<file path="src/sv/rasr_pkg.sv">
// Package with types, codes and constants for the rational add/subtract/reduce unit.
package rasr_pkg;

   localparam int DEF_WIDTH = 32;

   localparam logic [1:0] FUNC_ADD    = 2'd0;
   localparam logic [1:0] FUNC_SUB    = 2'd1;
   localparam logic [1:0] FUNC_CMP    = 2'd2;
   localparam logic [1:0] FUNC_REDUCE = 2'd3;

   localparam logic [1:0] STATUS_OK   = 2'd0;
   localparam logic [1:0] STATUS_ZERO = 2'd1;
   localparam logic [1:0] STATUS_OVF  = 2'd2;

   typedef struct packed {
      logic [1:0]   func;
      logic [31:0]  a_num;
      logic [31:0]  a_den;
      logic [31:0]  b_num;
      logic [31:0]  b_den;
   } req_type;

   typedef struct packed {
      logic [31:0]  res_num;
      logic [30:0]  res_den;
      logic [31:0]  whole_part;
      logic [31:0]  frac_num;
      logic         less;
      logic         greater;
      logic [1:0]   status;
   } rsp_type;

   typedef enum logic [4:0] {
      CMD_NONE,
      CMD_LOAD,
      CMD_GCD_DEN,
      CMD_GCD_RES,
      CMD_DIV_ADM,
      CMD_DIV_BDM,
      CMD_DIV_MAG,
      CMD_DIV_L,
      CMD_DIV_ND,
      CMD_ST_P,
      CMD_ST_Q,
      CMD_ST_N,
      CMD_ST_D,
      CMD_ST_WR,
      CMD_MUL_L,
      CMD_MUL_MA,
      CMD_MUL_MB,
      CMD_MUL_CA,
      CMD_MUL_CB,
      CMD_COMBINE,
      CMD_SETUP_RED,
      CMD_FIN_ERR,
      CMD_FIN_OVF,
      CMD_FIN_CMP,
      CMD_FIN_ARITH
   } cmd_type;

   typedef struct packed {
      logic [1:0]  func;
      logic        zero_err;
      logic        gcd_busy;
      logic        div_busy;
      logic        ovf;
   } stat_type;

endpackage

</file>
<file path="src/sv/rasr_ctrl.sv">
// Controller state machine that sequences the datapath for each request.
module rasr_ctrl
   import rasr_pkg::*;
(
   input  logic     clock,
   input  logic     reset,
   input  logic     start,
   input  stat_type stat,
   output cmd_type  cmd,
   output logic     busy
);

   typedef enum logic [4:0] {
      S_IDLE, S_CHK, S_CMPB, S_CMPF, S_W1, S_W2, S_D2, S_W3, S_M1, S_M2, S_M3,
      S_CB, S_G2, S_W4, S_W5, S_D4, S_W6, S_CK, S_W7, S_FA
   } state_type;

   state_type state_ff, state_in;

   always_comb begin
      state_in = state_ff;
      cmd      = CMD_NONE;
      case (state_ff)
         S_IDLE: begin
            if (start) begin
               cmd      = CMD_LOAD;
               state_in = S_CHK;
            end
         end
         S_CHK: begin
            if (stat.zero_err) begin
               cmd      = CMD_FIN_ERR;
               state_in = S_IDLE;
            end else if (stat.func == FUNC_CMP) begin
               cmd      = CMD_MUL_CA;
               state_in = S_CMPB;
            end else if (stat.func == FUNC_REDUCE) begin
               cmd      = CMD_SETUP_RED;
               state_in = S_G2;
            end else begin
               cmd      = CMD_GCD_DEN;
               state_in = S_W1;
            end
         end
         S_CMPB: begin
            cmd      = CMD_MUL_CB;
            state_in = S_CMPF;
         end
         S_CMPF: begin
            cmd      = CMD_FIN_CMP;
            state_in = S_IDLE;
         end
         S_W1: begin
            if (!stat.gcd_busy) begin
               cmd      = CMD_DIV_ADM;
               state_in = S_W2;
            end
         end
         S_W2: begin
            if (!stat.div_busy) begin
               cmd      = CMD_ST_P;
               state_in = S_D2;
            end
         end
         S_D2: begin
            cmd      = CMD_DIV_BDM;
            state_in = S_W3;
         end
         S_W3: begin
            if (!stat.div_busy) begin
               cmd      = CMD_ST_Q;
               state_in = S_M1;
            end
         end
         S_M1: begin
            cmd      = CMD_MUL_L;
            state_in = S_M2;
         end
         S_M2: begin
            cmd      = CMD_MUL_MA;
            state_in = S_M3;
         end
         S_M3: begin
            cmd      = CMD_MUL_MB;
            state_in = S_CB;
         end
         S_CB: begin
            cmd      = CMD_COMBINE;
            state_in = S_G2;
         end
         S_G2: begin
            cmd      = CMD_GCD_RES;
            state_in = S_W4;
         end
         S_W4: begin
            if (!stat.gcd_busy) begin
               cmd      = CMD_DIV_MAG;
               state_in = S_W5;
            end
         end
         S_W5: begin
            if (!stat.div_busy) begin
               cmd      = CMD_ST_N;
               state_in = S_D4;
            end
         end
         S_D4: begin
            cmd      = CMD_DIV_L;
            state_in = S_W6;
         end
         S_W6: begin
            if (!stat.div_busy) begin
               cmd      = CMD_ST_D;
               state_in = S_CK;
            end
         end
         S_CK: begin
            if (stat.ovf) begin
               cmd      = CMD_FIN_OVF;
               state_in = S_IDLE;
            end else begin
               cmd      = CMD_DIV_ND;
               state_in = S_W7;
            end
         end
         S_W7: begin
            if (!stat.div_busy) begin
               cmd      = CMD_ST_WR;
               state_in = S_FA;
            end
         end
         S_FA: begin
            cmd      = CMD_FIN_ARITH;
            state_in = S_IDLE;
         end
         default: begin
            state_in = S_IDLE;
         end
      endcase
   end

   always_ff @(posedge clock) begin
      if (reset) begin
         state_ff <= S_IDLE;
      end else begin
         state_ff <= state_in;
      end
   end

   assign busy = (state_ff != S_IDLE);

endmodule

</file>
<file path="config.mk">
export PLATFORM = sky130hd
export DESIGN_NAME = rasr_ctrl
export DESIGN_NICKNAME = d
export VERILOG_FILES = /design/src/sv/rasr_pkg.sv /design/src/sv/rasr_ctrl.sv
export SDC_FILE = /design/constraint.sdc
export NUM_CORES = 1
export LEC_CHECK = 0
export BUFFER_PORTS_ARGS = -buffer_cell sky130_fd_sc_hd__buf_2
export CAP_MARGIN = 25
export CORE_MARGIN = 8
export CORE_UTILIZATION = 56
export CTS_BUF_LIST = sky130_fd_sc_hd__clkbuf_4 sky130_fd_sc_hd__clkbuf_8
export DETAILED_ROUTE_END_ITERATION = 7
export GPL_ROUTABILITY_DRIVEN = 0
export PLACE_DENSITY_LB_ADDON = 0.05
export SYNTH_ARGS = -nofsm -noshare
export SYNTH_HDL_FRONTEND = slang
export SYNTH_SLANG_ARGS = --single-unit
</file>
<file path="constraint.sdc">
create_clock -name clock -period 1.6 [get_ports clock]
set_clock_uncertainty 0.05 [all_clocks]
set_input_delay 0.32 -clock clock [delete_from_list [all_inputs] [get_ports clock]]
set_output_delay 0.32 -clock clock [all_outputs]
set_load 0.005 [all_outputs]
</file>
==> results of run 1 <==
metrics by stage:
stage / instance area [µm²] / util [%] / TNS (ps) / worst slack [ps]
after floorplan: 779.5 / - / 0 / 25.18
after global placement: 996.0 / 76.54 / -180.6 / -42.15
after detailed placement: 996.0 / 76.54 / -384.2 / -93.52
after CTS: 1174 / 90.19 / -973.0 / -228.4
synth_stat cells, types with 2 or more instances:
cell type / n / area share, %
buf_2: 6 / 3.9
o22ai_1: 4 / 3.2
nor3_1: 7 / 4.5
nand3_1: 4 / 2.6
inv_1: 2 / 0.96
o21ai_0: 10 / 6.4
a21oi_1: 12 / 7.7
nor2_1: 6 / 2.9
mux2i_1: 2 / 2.6
nor3b_1: 2 / 1.9
nand2_1: 11 / 5.3
nand2b_1: 2 / 1.6
nand3b_1: 3 / 2.9
buf_4: 2 / 1.9
o21a_1: 2 / 1.9
dfxtp_1: 5 / 13
nor2b_1: 4 / 3.2
buf_6: 2 / 2.9
what timing repair did:
item | 4_1_cts
pin swaps | 15
endpoints found under the setup margin | 10
hold buffers | 0
hold endpoints to repair | 0
resized for setup | 36
setup buffers | 6
logic make-up after synthesis:
| group | synth area share (%) |
|---|---|
| compound gates | 39.01 |
| simple gates | 33.71 |
| mux | 2.568 |
| xor+xnor | 2.248 |
| buf+inv | 9.631 |
| flops | 12.84 |
==> Implementation_results.wiki, run 1 <==
{| class="wikitable"
! Metric !! Value
|-
| Maximum number of pins on one net before global-route repair || 14
|-
| Antenna violations before repair || 0
|-
| Horizontal extent of the die || around 53 µm
|-
| Post-Place Cells || approximately 160
|-
| First error message || [ERROR DPL-0033] detailed placement checks failed during check placement.
|-
| Number of nets in the synthesized netlist || 119
|-
| I/O pins || 15
|-
| Mapped Avg Cell Area || roughly 7 µm²
|-
| Input/output buffers || 14
|-
| Failed at || 5_1_grt
|-
| Initial core utilization || between 50% and 60%
|-
| Final HPWL DP || approximately 1900 µm
|-
| Number of synthesized register bits || 5
|-
| Clock Root Buffer || clkbuf_4
|-
| TritonCTS Buffers || 3
|-
| Total of warnings raised by yosys || 0
|-
| Post-synthesis instance area || between 700 and 800 µm²
|-
| Unique cell type count in the Yosys netlist || 42
|-
| Worst-case clock buffer depth || 2
|-
| Post-synthesis cell count || 110
|-
| Worst-slack endpoint at the end of global-route timing repair || cmd[2]
|-
| Vertical die dimension || 53.31 µm
|-
| Asr flop ratio synth || 0%
|-
| Portion of the post-synthesis area used by sequential elements || about an eighth
|-
| Post-synth EDFFs || 0
|-
| Total number of H-tree levels || 1
|-
| Type of pin the worst path ends at || primary output
|-
| Outcome || aborted with a tool error
|-
| Most used flip-flop cell after synthesis || dfxtp_1
|-
| Number of standard-cell rows in the floorplan || 13
|-
| # clock sinks || 5
|}
==> run 2: changes to the inputs <==
==> config.mk (replaced) <==
export PLATFORM = sky130hd
export DESIGN_NAME = rasr_ctrl
export DESIGN_NICKNAME = d
export VERILOG_FILES = /design/src/sv/rasr_pkg.sv /design/src/sv/rasr_ctrl.sv
export SDC_FILE = /design/constraint.sdc
export NUM_CORES = 1
export LEC_CHECK = 0
export BUFFER_PORTS_ARGS = -buffer_cell sky130_fd_sc_hd__buf_2
export CAP_MARGIN = 25
export CORE_AREA = 8 8 69 71
export DETAILED_ROUTE_END_ITERATION = 7
export DIE_AREA = 0 0 77 79
export GPL_ROUTABILITY_DRIVEN = 0
export PLACE_DENSITY_LB_ADDON = 0.15
export SYNTH_ARGS = -nofsm -noshare
export SYNTH_HDL_FRONTEND = slang
export SYNTH_SLANG_ARGS = --single-unit
==> run 2 against run 1 <==
The flow now finishes, with violations (setup timing); synthesized cell count is the same; synthesized area did not move.
==> Implementation_results.wiki, run 2 <==
{| class="wikitable"
! Metric !! Value
|-
| Outcome || finished, violations left
|-
| Violated checks || setup timing
|-
| Post-synthesis instance area || 779.5 µm² (unchanged)
|-
| Clock latency reported for the late side of the worst-skew pair || 220 ps
|-
| Routed length on met1 || between 1000 and 1500 µm
|-
| Area of the core region || ~3800 µm²
|-
| Cts hold-fix bufs || 0 (unchanged)
|-
| Flip-flop count of the largest register after layout || 5
|-
| Post-Place Cell Area || 1075 µm² (+7.9%)
|-
| Register containing the most flip-flops in the final layout || state_ff
|-
| TritonCTS Buffers || 3 (unchanged)
|-
| Wire length per cell after detailed routing || 14.36 µm
|-
| Worst path slowest cell || dfxtp_4
|-
| Required time worst endpoint || around 1200 ps
|-
| Worst Hold Class || in2reg
|-
| Power density of the placed cells || 1843 nW/µm²
|-
| Setup repair after global routing missed its margin || true
|-
| Most used flip-flop cell after synthesis || dfxtp_1
|-
| Total Wirelength || between 3000 and 4000 µm
|-
| Worst-case clock buffer depth || 2 (unchanged)
|-
| Cell with the most instances after synthesis || a21oi_1
|-
| Drt first-iter violations || 77
|-
| Leak pwr || around 0.59 nW
|-
| I/O pins || 15 (unchanged)
|-
| Arrival time worst endpoint || roughly 1500 ps
|-
| Vias per std cell || roughly 4.8
|-
| # diodes || 0
|-
| Critical path launch point type || register
|-
| Maximum number of pins on one net before global-route repair || 11
|-
| # clock sinks || 5 (unchanged)
|-
| Initial core utilization || 20.52% (-39 points)
|-
| Number of nets in the finished design || about 170
|-
| Largest vdd supply drop || around 430 µV
|-
| Overall via count from detail_route || between 1000 and 1500
|-
| Post-route standard cell area excluding fillers || approximately 1500 µm²
|-
| Mapped Avg Cell Area || 7.086 µm² (unchanged)
|-
| Antenna violations before repair || 0
|-
| Number of nets in the synthesized netlist || 119 (unchanged)
|-
| Critical Path Source || state_ff[0]
|-
| Number of standard-cell rows in the floorplan || 23 (+10)
|-
| Grt ovf || 0
|-
| Setup violations, final || 6
|-
| Number of global-route vias before repair || 1046
|-
| Final worst-path setup slack || -233.5 ps
|-
| Synth top cells by count || a21oi_1, nand2_1, o21ai_0, nor3_1
|-
| Number of max-cap violations || 0
|-
| Met2 wire length || 1710 µm
|-
| Area delta synth->final || 87.48%
|-
| Stage delay of the slowest cell on the critical path || 380 ps
|-
| Global-route wire length before repair || 4857 µm
|-
| Count of antenna-violating nets left after detailed routing || 0
|-
| Unique cell type count in the Yosys netlist || 42 (unchanged)
|-
| Number of remaining DRC errors || 0
|-
| Vertical die dimension || 79 µm (+48%)
|-
| Registers with the most flip-flops || state_ff: 5 flops
|-
| Top post-synthesis cells by area || dfxtp_1, a21oi_1, o21ai_0
|-
| Asr flop ratio synth || 0% (unchanged)
|-
| Leading cell types in the layout, fill and taps excluded || buf_4, buf_2, buf_6, a21oi_1, nand2_1
|-
| Layout cell share with drive strength beyond 1 || a little under three fifths
|-
| Final Hold Vio Count || 0
|-
| Transition time at the pin with the least slew margin || roughly 340 ps
|-
| Input/output buffers || 14 (unchanged)
|-
| Setup crit end kind || output pin
|-
| Overall die area || 6083 µm²
|-
| Setup_tns || -1085 ps
|-
| Path type of the worst setup path || reg2out
|-
| Total number of H-tree levels || 1 (unchanged)
|-
| Detailed-router iteration count before antenna repair || 4
|-
| Clock Root Buffer || clkbuf_8
|-
| Sum of met3 wire segment lengths after detailed routing || around 36 µm
|-
| Top fanout value on the critical path || 6
|-
| TritonCTS clock tree || yes
|-
| Uppermost metal layer occupied by signal nets || met4
|-
| Portion of the post-synthesis area used by sequential elements || 12.84% (unchanged)
|-
| Startpoint of the most critical register-to-register path || state_ff[0]
|-
| Final period demand of the worst path || ~1800 ps
|-
| Tot Pwr || between 2 and 3 mW
|-
| Proportion of netlist area held by the largest area contributor || 12.84% (unchanged)
|-
| Most common library cell in the layout ignoring fill and taps || buf_4
|-
| Post-synthesis cell count || 110 (unchanged)
|-
| Headroom to the max-slew limit || roughly 77%
|-
| Post-synth EDFFs || 0 (unchanged)
|-
| Number of synthesized register bits || 5 (unchanged)
|-
| Gr usage total || roughly a tenth
|-
| Final HPWL DP || 2172 µm (+13%)
|-
| CP cell instances || and2b_2 > a22oi_2 > a21oi_2 > o31ai_1 > buf_2
|-
| Total of warnings raised by yosys || 0 (unchanged)
|-
| Startpoint of the tightest hold check path || reset
|-
| Final cycle utilization of the critical path || 114.6%
|-
| Number of pins with negative max-slew slack in the final report || 0
|-
| Dominant cell type by area after synthesis || dfxtp_1
|-
| Horizontal extent of the die || 77 µm (+44%)
|-
| Clock slew at reported path FFs || around 40 ps
|-
| Fmax || roughly 550 MHz
|}
## run 2: cell counts after synthesis
No cell type changed its count.
## run 2: cells by family (layout without fill, tap and decap cells)
kind of cell           count (synthesis)  after routing  synth area share (%)
buffers and inverters                 12             65                 9.631
multiplexers                           2              2                 2.568
flip-flops                             5              5                 12.84
XOR/XNOR                               2              2                 2.248
AND/OR/NAND/NOR                       47             47                 33.71
AO/OA/AOI/OAI                         42             42                 39.01
## run 2: cell type report
class                      count  area, µm²
fill                         414       2337
multi-input combinational     93      750.7
timing repair buffer          59      479.2
sequential                     5      116.4
tap                           50      62.56
clock buffer                   4      45.04
inverter                       2      7.507
## run 2: power breakdown
part	leakage (nW)	switching, mW	internal, mW	total (mW)
logic	0.518	0.972	1.18	2.16
clock network	0.0228	0.0618	0.171	0.233
registers	0.0442	0.115	0.189	0.304
## run 2: worst max-delay path: cells and delay by family, from the launching register on
family                 cells  cell delay (ps)
buffers and inverters      1              150
DFF                        1              380
AOI/OAI and AO/OA          3              450
and+or+nand+nor            1              260
## run 2: metrics by stage
stage	std cells	worst slack (ps)	util [%]	hold slack, ps
floorplan	110	25.18	-	339.1
global placement	193	-247.5	28.29	513.8
detailed placement	193	-257.6	28.29	507.4
CTS	210	-197.8	34.95	271.2
global route	213	-294.7	38.47	269.3
finish	213	-233.5	38.47	267.5
## run 2: worst paths after layout
check / endpoint / slack (ps) / cells after the start
worst max-delay path: cmd[0] / -230 / 5
worst max register to register: state_ff[0] / 0 / 8
worst min-delay path: state_ff[4] / 270 / 2
worst min register to register: state_ff[4] / 640 / 3
## run 2: per-layer routing
metal | global-route usage [%] | vias up
met3 | 1.467 | 2
met5 | 0 | -
met1 | 10.30 | 488
met4 | 2.453 | 0
met2 | 18.95 | 9
li1 | - | 520
## run 2: timing repair
action,4_1_cts,5_1_grt
setup buffers,13,4
pin swaps,10,15
gates resized for setup,34,26
setup endpoints to repair,10,10
gates cloned,0,0
Power figures use the tool's default switching activity.
==> run 3: changes to the inputs <==
--- a/config.mk
+++ b/config.mk
@@ -12,6 +12,7 @@
 export DIE_AREA = 0 0 77 79
 export GPL_ROUTABILITY_DRIVEN = 0
 export PLACE_DENSITY_LB_ADDON = 0.15
+export SETUP_SLACK_MARGIN = 0.02
 export SYNTH_ARGS = -nofsm -noshare
 export SYNTH_HDL_FRONTEND = slang
 export SYNTH_SLANG_ARGS = --single-unit
==> run 3 against run 2 <==
The run still ends with setup timing left; die area unchanged; maximum frequency fell by 0.51%; sequential share of layout area down 0.15 points; non-clock buffer count increased by 1; clock power about the same; hold slack better by 12 ps; first-iteration DRC count grew 12%; sequential power hardly changed; critical path depth is 2 higher; global-route usage shrank 0.14 points; critical path type unchanged; critical endpoint unchanged; largest power group unchanged.
==> Implementation_results.wiki, run 3 (same netlist as run 2, synthesis figures left out) <==
{| class="wikitable"
! Metric !! Value
|-
| Outcome || finished, violations left
|-
| Violated checks || setup timing
|-
| Flip-flop count of the largest register after layout || 5 (unchanged)
|-
| Arrival time worst endpoint || 1470 ps (about the same)
|-
| Global-route wire length before repair || 4767 µm (-1.9%)
|-
| Setup repair after global routing missed its margin || true
|-
| # clock sinks || 5 (unchanged)
|-
| Clock slew at reported path FFs || 40 ps (about the same)
|-
| Leading cell types in the layout, fill and taps excluded || buf_4, buf_2, buf_6, a21oi_1, nand2_1
|-
| Leak pwr || 0.5973 nW (+2.1%)
|-
| Worst setup path endpoint || cmd[0]
|-
| Registers with the most flip-flops || state_ff: 5 flops
|-
| Largest vdd supply drop || 427.9 µV (-0.43%)
|-
| Headroom to the max-slew limit || 76.32% (-0.64 points)
|-
| Grt ovf || 0 (unchanged)
|-
| # diodes || 0 (unchanged)
|-
| Multi-input logic area || 753.2 µm² (+0.33%)
|-
| TritonCTS clock tree || yes
|-
| Stage delay of the slowest cell on the critical path || 370 ps (about the same)
|-
| Setup_tns || -1053 ps (+32.09 ps)
|-
| Fmax || 542.6 MHz (-0.51%)
|-
| Detailed-router iteration count before antenna repair || 4 (unchanged)
|-
| Initial core utilization || 20.52% (unchanged)
|-
| Wire length per cell after detailed routing || 14.57 µm (+1.5%)
|-
| Final cycle utilization of the critical path || 115.2% (+0.59 points)
|-
| Setup crit end kind || output pin
|-
| Final period demand of the worst path || 1843 ps (+9.463 ps)
|-
| Transition time at the pin with the least slew margin || 354.5 ps (+9.567 ps)
|-
| Overall die area || 6083 µm² (unchanged)
|-
| Required time worst endpoint || 1230 ps (about the same)
|-
| Horizontal extent of the die || 77 µm (unchanged)
|-
| Final Hold Vio Count || 0 (unchanged)
|-
| Non-filler instance count after layout || 214 (+0.47%)
|-
| Vertical die dimension || 79 µm (unchanged)
|-
| Power density of the placed cells || 1843 nW/µm² (about the same)
|-
| Area of the core region || 3799 µm² (unchanged)
|-
| Most common library cell in the layout ignoring fill and taps || buf_4
|-
| Number of nets in the finished design || 174 (+0.58%)
|-
| Critical Path Source || state_ff[2]
|-
| Reg2Reg Setup Slack || 10 ps (about the same)
|-
| Reg2reg path depth || 7 (-1)
|-
| Footprint of the flip-flops and latches || 116.4 µm² (unchanged)
|-
| CP cell instances || buf_4 > o211ai_1 > o21ai_1 > nor2_1 > a21oi_2 > o31ai_1 > buf_2
|-
| Startpoint of the tightest hold check path || reset
|-
| Worst path slowest cell || dfxtp_4
|-
| Drt first-iter violations || 86 (+12%)
|-
| Maximum number of pins on one net before global-route repair || 11 (unchanged)
|-
| CP top delay family || compound AO/OA/AOI/OAI gates
|-
| Count of antenna-violating nets left after detailed routing || 0 (unchanged)
|-
| Total number of H-tree levels || 1 (unchanged)
|-
| Path type of the worst setup path || reg2out
|-
| Cts hold-fix bufs || 0 (unchanged)
|-
| Hold-critical path depth || 2 (unchanged)
|-
| I/O pins || 15 (unchanged)
|-
| Number of remaining DRC errors || 0 (unchanged)
|-
| TritonCTS Buffers || 3 (unchanged)
|-
| Post-route standard cell area excluding fillers || 1489 µm² (+1.9%)
|-
| Startpoint of the most critical register-to-register path || state_ff[4]
|-
| Post-Place Cell Area || 1075 µm² (unchanged)
|-
| Top fanout value on the critical path || 6 (unchanged)
|-
| Endpoint of the most critical register-to-register path || state_ff[1]
|-
| Final HPWL DP || 2172 µm (unchanged)
|-
| Number of standard-cell rows in the floorplan || 23 (unchanged)
|-
| Area delta synth->final || 91.01%
|-
| Critical path launch point type || register
|-
| Overall via count from detail_route || 1037 (+1.8%)
|-
| Worst Hold Class || in2reg
|-
| Setup violations, final || 6 (unchanged)
|-
| Input/output buffers || 14 (unchanged)
|-
| Worst-case clock buffer depth || 2 (unchanged)
|-
| Antenna violations before repair || 0 (unchanged)
|-
| Number of pins with negative max-slew slack in the final report || 0 (unchanged)
|-
| Final worst-path setup slack || -243.0 ps (-9.463 ps)
|-
| Buffers plus inverters on the worst setup path || 2 (+1)
|-
| Vias per std cell || 4.846 (+1.3%)
|-
| Post-Place Cells || 193 (unchanged)
|-
| Layout cell share with drive strength beyond 1 || 56.71% (+0.27 points)
|-
| Fillers || 412 (-0.48%)
|-
| Clock Root Buffer || clkbuf_8
|-
| Number of max-cap violations || 0 (unchanged)
|-
| Gr usage total || 9.441% (-0.14 points)
|-
| Register containing the most flip-flops in the final layout || state_ff
|-
| Total Wirelength || 3118 µm (+2.0%)
|-
| Clock latency reported for the late side of the worst-skew pair || 220 ps (about the same)
|-
| Crit path depth || 7 (+2)
|-
| Number of global-route vias before repair || 1047 (+0.096%)
|}
## run 3: report_power, final
| part | leakage [nW] | internal [mW] | switching [mW] | total (mW) |
|---|---|---|---|---|
| combinational | 0.530 | 1.22 | 0.988 | 2.20 |
| clock | 0.0228 | 0.171 | 0.0637 | 0.235 |
| sequential | 0.0442 | 0.189 | 0.116 | 0.305 |
| total | 0.597 | 1.58 | 1.17 | 2.74 |
## run 3: layout make-up
type	count	share of cell area, %
Multi-Input combinational cell	93	50.59
Inverter	2	0.5042
Timing Repair Buffer	60	33.87
Sequential cell	5	7.815
Tap cell	50	4.202
Clock buffer	4	3.025
## run 3: worst min path at each step
stage                             end  slack (ps)
after global routing      state_ff[4]         270
after CTS                 state_ff[0]         270
final                     state_ff[4]         280
after floorplan           state_ff[0]         340
after global placement    state_ff[0]         510
after detailed placement  state_ff[0]         510
## run 3: per-stage QoR
| stage | hold slack (ps) | setup slack [ps] | util [%] | power, mW |
|---|---|---|---|---|
| floorplan | 339.1 | 25.18 | - | 1.176 |
| global placement | 513.8 | -247.5 | 28.29 | 1.786 |
| detailed placement | 507.4 | -257.6 | 28.29 | 1.776 |
| CTS | 271.2 | -197.8 | 35.24 | 2.448 |
| global route | 273.7 | -352.2 | 39.20 | 2.946 |
| finish | 279.6 | -243.0 | 39.20 | 2.744 |
## run 3: timing repair
| item | in CTS | in global routing |
|---|---|---|
| cloned | 0 | 1 |
| buffers inserted | 13 | 4 |
| resized for setup | 38 | 22 |
| pin swaps | 15 | 14 |
| endpoints found under the setup margin | 10 | 10 |
## run 3: worst reg2reg max path, delay by kind of cell (launching register included)
kind	cells	cell delay, ps
AO/OA/AOI/OAI	2	430
flip-flops	1	370
buffers and inverters	3	370
AND/OR/NAND/NOR	2	240
## run 3: layer usage
| layer | global-route usage [%] | share of wire, % | up-vias |
|---|---|---|---|
| li1 | - | - | 521 |
| met1 | 9.908 | 42 | 503 |
| met2 | 18.61 | 56 | 11 |
| met3 | 1.467 | 1.1 | 2 |
| met4 | 3.208 | 0.67 | 0 |
| met5 | 0 | 0 | - |
